**config.mk**
```make
export PLATFORM = sky130hd
export DESIGN_NAME = sbms_divider
export DESIGN_NICKNAME = d
export VERILOG_FILES = /design/src/sv/sbms_pkg.sv /design/src/sv/sbms_divider.sv
export SDC_FILE = /design/constraint.sdc
export NUM_CORES = 1
export LEC_CHECK = 0
export ABC_AREA = 0
export BUFFER_PORTS_ARGS = -buffer_cell sky130_fd_sc_hd__buf_4
export CAP_MARGIN = 20
export CORE_MARGIN = 2
export CORE_UTILIZATION = 50
export DETAILED_ROUTE_END_ITERATION = 10
export PLACE_DENSITY = 0.79
export SYNTH_ARGS = -nofsm -noshare
export SYNTH_HDL_FRONTEND = slang
export SYNTH_SLANG_ARGS = --single-unit
export TNS_END_PERCENT = 100
```
**constraint.sdc**
```tcl
create_clock -name clk -period 3 [get_ports clk]
set_input_delay 0.15 -clock clk [delete_from_list [all_inputs] [get_ports clk]]
set_output_delay 0.15 -clock clk [all_outputs]
set_load 0.02 [all_outputs]
```
**src/sv/sbms_pkg.sv**
```systemverilog
// ============================================================================
// Softmax bandit mode select package
// Field types and fixed constants shared by the channels and the datapath.
// ============================================================================
`default_nettype none

package sbms_pkg;

    typedef logic [31:0] conflict_t;
    typedef logic [31:0] glue_t;
    typedef logic [47:0] low_glue_t;
    typedef logic [15:0] fraction_t;
    typedef logic [1:0]  mode_count_t;
    typedef logic [7:0]  stall_t;

    // A glue average below 1.0 in Q16.16 counts as 1.0.
    localparam glue_t GLUE_UNIT = 32'h0001_0000;

    // Partial remainder of 2^(F+16) before the first quotient bit at weight 2^F.
    localparam logic [31:0] DIV_REM_SEED = 32'h0000_8000;

    localparam stall_t STALL_LIMIT = 8'd6;
    localparam stall_t STALL_MAX   = 8'd255;

    localparam mode_count_t MODE_COUNT_RESET = 2'd2;

    // Fraction bits of the random input.
    localparam int RND_BITS = 16;

endpackage

`default_nettype wire

```
**src/sv/sbms_divider.sv**
```systemverilog
// ============================================================================
// Reward divider
// Restoring divider that forms floor(2^(F+16) / divisor), one quotient bit
// per cycle, for a divisor of at least 2^16.
// ============================================================================
`default_nettype none

module sbms_divider
    import sbms_pkg::*;
#(
    parameter int FRACTION_BITS = 16
) (
    input  wire logic                     clk,
    input  wire logic                     rst_n,
    input  wire logic                     start,
    input  wire glue_t                    divisor,
    output logic                          done,
    output logic [FRACTION_BITS:0]        quotient
);

    localparam int CNT_W = $clog2(FRACTION_BITS + 2);

    logic                   busy_reg;
    logic                   done_reg;
    logic [CNT_W-1:0]       cnt_reg;
    logic [31:0]            rem_reg;
    glue_t                  div_reg;
    logic [FRACTION_BITS:0] quot_reg;

    logic [32:0] trial;
    logic        fits;
    logic [31:0] rem_next;

    // The remainder always stays below the divisor, so doubling it fits in
    // 33 bits and the sign of the trial difference tells whether it fits.
    always_comb
    begin
        trial    = {rem_reg, 1'b0} - {1'b0, div_reg};
        fits     = ~trial[32];
        rem_next = fits ? trial[31:0] : {rem_reg[30:0], 1'b0};
    end

    always_ff @(posedge clk or negedge rst_n)
    begin
        if (!rst_n)
        begin
            busy_reg <= 1'b0;
            done_reg <= 1'b0;
            cnt_reg  <= '0;
        end
        else
        begin
            done_reg <= 1'b0;
            if (start)
            begin
                busy_reg <= 1'b1;
                cnt_reg  <= CNT_W'(FRACTION_BITS);
            end
            else if (busy_reg)
            begin
                if (cnt_reg == '0)
                begin
                    busy_reg <= 1'b0;
                    done_reg <= 1'b1;
                end
                else
                begin
                    cnt_reg <= cnt_reg - 1'b1;
                end
            end
        end
    end

    always_ff @(posedge clk)
    begin
        if (start)
        begin
            rem_reg <= DIV_REM_SEED;
            div_reg <= divisor;
        end
        else if (busy_reg)
        begin
            rem_reg  <= rem_next;
            quot_reg <= {quot_reg[FRACTION_BITS-1:0], fits};
        end
    end

    assign done     = done_reg;
    assign quotient = quot_reg;

endmodule

`default_nettype wire

```
[Word level (Yosys, flattened, before mapping)]
Cells that the tools add are included.
Operators by class
  bitwise operators: 2
  mux-type cells: 10
  eq/ne operators: 1
  add/sub/neg operators: 2
  reductions and logical operators: 4
Operators with widths (number)
  subtractor 33 x 32 -> 33 bit: 1
  2-to-1 mux 32 bit: 1
  2-to-1 mux 5 bit: 3
  2-to-1 mux 1 bit: 6
  logical NOT 5 bit: 1
  subtractor 5 x 1 -> 5 bit (second input constant): 1
  AND reduction 2 bit: 2
  != test 2 bit (second input constant): 1
  NOT 1 bit: 2
  nonzero test 2 bit: 1
Word-level totals
  bits in registers: 88
  output and inout bits: 18
  word-level logic and storage cells: 25
  input port bits: 35

[Logic depth before layout (Yosys ltp)]
  depth in word-level cells: 4
  mapped depth: 14
  depth with buffers taken out: 11

[Worst setup path before layout]
No wires, ideal clock.
  path kind: flip-flop to flip-flop
  from: register div_reg[0]
  to: register rem_reg[15]
  arrival: 2.665 ns
  data required time: 2.839 ns
  setup time: 0.161 ns
  clock period less this slack: 2.826 ns
  setup slack: 0.174 ns
  cell stages (with the launch flop): 13
  buffers on the path: 1
  cells stage by stage: edfxtp_1 inv_1 fa_1 a211oi_1 o211ai_2 a32o_2 o21ai_2 a22oi_2 xnor2_4 inv_2 buf_6 nor4b_2 a311oi_2
On the way
  longest elaborated chain between the ends: 2
RTL lines
  from (decl): line sbms_divider.sv:27  | glue_t div_reg;
  from (signal assigned): line sbms_divider.sv:79  | div_reg <= divisor;
  subtractor 33 x 32 -> 33 bit: line sbms_divider.sv:38  | trial = {rem_reg, 1'b0} - {1'b0, div_reg};
  2-to-1 mux 32 bit: line sbms_divider.sv:40  | rem_next = fits ? trial[31:0] : {rem_reg[30:0], 1'b0};
  to (signal assigned): line sbms_divider.sv:83  | rem_reg <= rem_next;
  to (decl): line sbms_divider.sv:26  | logic [31:0] rem_reg;
Every way passes these cells.
A chain may end at the register's enable or synchronous reset.

[Worst setup path after layout]
  from: register div_reg[0]
  to: register rem_reg[8]
The elaborated chain is that of the path after synthesis.

==> results.md <==
- N_diodes: 0
- Critical-path cell with the highest stage delay: sky130_fd_sc_hd__fa_1
- Number of enable-type register cells in the synthesized netlist: 49
- Largest stage delay, worst path: 450 ps
- CTS clock-pin slew for the worst setup and hold paths: 90 ps
- Flops & latches, synth: 88
- Most frequent cells in the layout: sky130_fd_sc_hd__nand2_1 (63), sky130_fd_sc_hd__buf_4 (57), sky130_fd_sc_hd__edfxtp_1 (49)
- HPWL reported at the end of detailed placement: 6850 um
- GRT Total Usage: 19.1%
- Global-route wire length before repair: 17200 um
- Via-to-Cell Ratio: 5.57
- Number of pins exceeding their max-slew limit in the final report: 0
- Number of distinct standard cells referenced by the synthesized netlist: 66
- Layout overhead on the synthesized area: 21.3%
- Sw Ratio: 34.2%
- Die width: 105 um
- Share of power burned in the clock network: 23.9%
- VDD IR-drop max: 0.404 mV
- Post-route ant nets: 0
- Power per unit of standard cell area: 628 nW/um^2
- Maximum fanout encountered on the critical timing path: 35
- Ordered list of cells on the worst path: inv_1 -> fa_1 -> a211oi_2 -> o211ai_2 -> a32o_2 -> o21ai_2 -> a22oi_2 -> xnor2_4 -> buf_12 -> a211o_1 -> a311oi_2
- Critical register-to-register path startpoint: div_reg[0]$_DFFE_PP_
- Sink count of the clock tree: 88
- Deepest clock path buffer count: 2
- Max-capacitance violation count: 0
- Fraction of power consumed by combinational cells: 34.5%
- Number of antenna violations at the first check in global routing: 0
- Effective utilization at floorplan: 51.6%
- Count of yosys warnings during synthesis: 0
- Required time of the critical path: 3280 ps
- Worst setup SP type: flip-flop
- Dominant synthesized flop cell: sky130_fd_sc_hd__edfxtp_1
- Worst reg2reg endpoint: rem_reg[8]$_SDFFE_PP0P_
- Setup repair after global routing missed its margin: no
- Most common cell after layout, fill and taps aside: sky130_fd_sc_hd__nand2_1
- Number of global-route vias before repair: 3803
- Synthesized instance count: 510
- Fraction of registers with async set/reset: 7.95%
- Fmax: 355 MHz
- Count of vias placed by the detailed router: 4080
- Buffers added on ports: 52
- Fill cell count: 792
- Cells taking the most area after synthesis: sky130_fd_sc_hd__edfxtp_1 (29%), sky130_fd_sc_hd__dfxtp_1 (13%), sky130_fd_sc_hd__ha_1 (8.2%)
- Kind of cell with the highest combined delay on the critical path: compound AO/OA/AOI/OAI gates
- Die area: 10900 um^2
- Count of final setup violators: 0
- Critical Setup Path Class: flip-flop to flip-flop
- Root buffer cell: sky130_fd_sc_hd__clkbuf_8
- Remaining DRCs: 0
- Mean post-synth cell area: 9.93 um^2
- Placed cell area: 5580 um^2
- P_int: 2.54 mW
- Drt initial violations: 228
- Switch Pwr: 1.32 mW
- Total CTS buffers: 9
- Die extent in y: 105 um
- Row count: 36
- Fraction of layout cells with a size suffix above 1: 16.9%
- Tightest Pin Transition: 877 ps
- Final Cycle Share: 93.8%
- Core box area: 9820 um^2
- Synth Net Count: 579
- Layout Skew: 9.71 ps
- Mean routed wirelength per cell: 14.2 um
- Run status: complete, no violations
- Fraction of the yosys area taken by sequential cells: 45.2%
- CP endpoint kind: flip-flop
- Routed wire length: 10400 um
- Setup fix buffers added after clock tree synthesis: 0
- Number of buffers and inverters on the critical path: 2
- Share of the synthesized area in the top cell type: 29.1%
- Cell leakage power: 2.61 nW
- Max_slew headroom: 41.4%
- Area of all placed cells without fillers: 6140 um^2
- Kind of path behind the tightest hold check: input pin to asynchronous set/reset pin
- TritonCTS clock tree: done
- Global route overflow: 0
- Final-report hold violation count: 0
- Clock latency on the worst-skew pair: 370 ps
- CP arrival: 3090 ps
- Top-Level Pins: 53
- Detailed-router iteration count before antenna repair: 5
- Register-to-register path setup slack: 190 ps
- Minimum clock period: 2810 ps
- Final sum of negative setup slack: 0 ps
- Count of H-tree levels built during CTS: 3
- Yosys top cell by area: sky130_fd_sc_hd__edfxtp_1
- Weighted congestion at the end of routability-driven global placement: 0.883
- Net count reported at finish: 663
- Cells on worst reg2reg path: 11
- Maximum number of pins on one net before global-route repair: 70
- Part of the total power dissipated in sequential elements: 41.6%
- Synthesized area: 5060 um^2
-- worst max path at each step --
stage	from	end	slack [ps]	cells past startpoint
2_1_floorplan	div_reg[0]$_DFFE_PP_	rem_reg[15]$_SDFFE_PP1P_	170	12
5_1_grt	div_reg[0]$_DFFE_PP_	rem_reg[8]$_SDFFE_PP0P_	20	11
3_5_place_dp	div_reg[0]$_DFFE_PP_	rem_reg[8]$_SDFFE_PP0P_	80	11
3_3_place_gp	div_reg[0]$_DFFE_PP_	rem_reg[8]$_SDFFE_PP0P_	150	11
6_report	div_reg[0]$_DFFE_PP_	rem_reg[8]$_SDFFE_PP0P_	190	11
4_1_cts	div_reg[0]$_DFFE_PP_	rem_reg[8]$_SDFFE_PP0P_	60	11
-- synthesized netlist by cell type (all sizes together) (8+ instances only) --
cell and count:
nand2 63, edfxtp 49, nor2 42, inv 39, ha 33, dfxtp 32
a21oi 31, a311oi 22, o21ai 22, xnor2 18, a21o 12, clkbuf 11
nand3 11, xor2 11, nand2b 10, buf 8, o211ai 8
-- stage by stage --
stage                     setup WS, ps  util [%]  total power, mW  instances  hold WS (ps)
final                              185      62.5             3.85        732           126
after detailed placement          77.0      56.8             2.90        683         -33.1
after CTS                         57.9      62.5             3.87        732           122
after global placement             148      56.8             2.86        683         -36.0
after floorplan                    174         -             2.60        510          -146
after global routing              21.4      62.5             4.10        732           149
-- power groups by stage --
| stage | Sequential (mW) | Combinational, mW | Clock [mW] |
|---|---|---|---|
| 6_report | 1.60 | 1.33 | 0.921 |
| 5_1_grt | 1.63 | 1.48 | 0.995 |
| 4_1_cts | 1.60 | 1.32 | 0.952 |
| 3_5_place_dp | 1.63 | 1.27 | 0 |
| 3_3_place_gp | 1.62 | 1.24 | 0 |
| 2_1_floorplan | 1.62 | 0.973 | 0 |
-- metal layers --
layer / up-vias / wire length [um] / track usage, %
li1: 2033 / - / -
met1: 1915 / 4860 / 25.1
met4: 0 / 146 / 6.76
met3: 12 / 457 / 4.30
met5: - / 0 / 0
met2: 120 / 4900 / 31.2
-- logic make-up after synthesis --
| group | Yosys count | synth area share, % |
|---|---|---|
| xor gates and xnor gates | 29 | 5.39 |
| DFF | 88 | 45.2 |
| adders and majority gates | 34 | 8.55 |
| and+or+nand+nor | 164 | 15.3 |
| muxes | 1 | 0.222 |
| buffers and inverters | 59 | 5.31 |
| AOI/OAI and AO/OA | 135 | 20.0 |
-- repair_timing --
| item | CTS | global route |
|---|---|---|
| resized for setup | 0 | 1 |
| endpoints found under the setup margin | 0 | 21 |
| endpoints found under the hold margin | 39 | 0 |
| hold buffers | 33 | 0 |
-- final cells by class --
| type | instances | area [um^2] | share of cell area [%] |
|---|---|---|---|
| clock buffers | 9 | 124 | 2.02 |
| inverters | 40 | 150 | 2.45 |
| multi-input cells | 363 | 2510 | 40.9 |
| flip-flops and latches | 88 | 2290 | 37.3 |
| well taps | 133 | 166 | 2.71 |
| repair buffers | 92 | 798 | 13.0 |
| clock inverters | 7 | 100 | 1.63 |
Note: power is estimated with default switching activity, not from simulation.
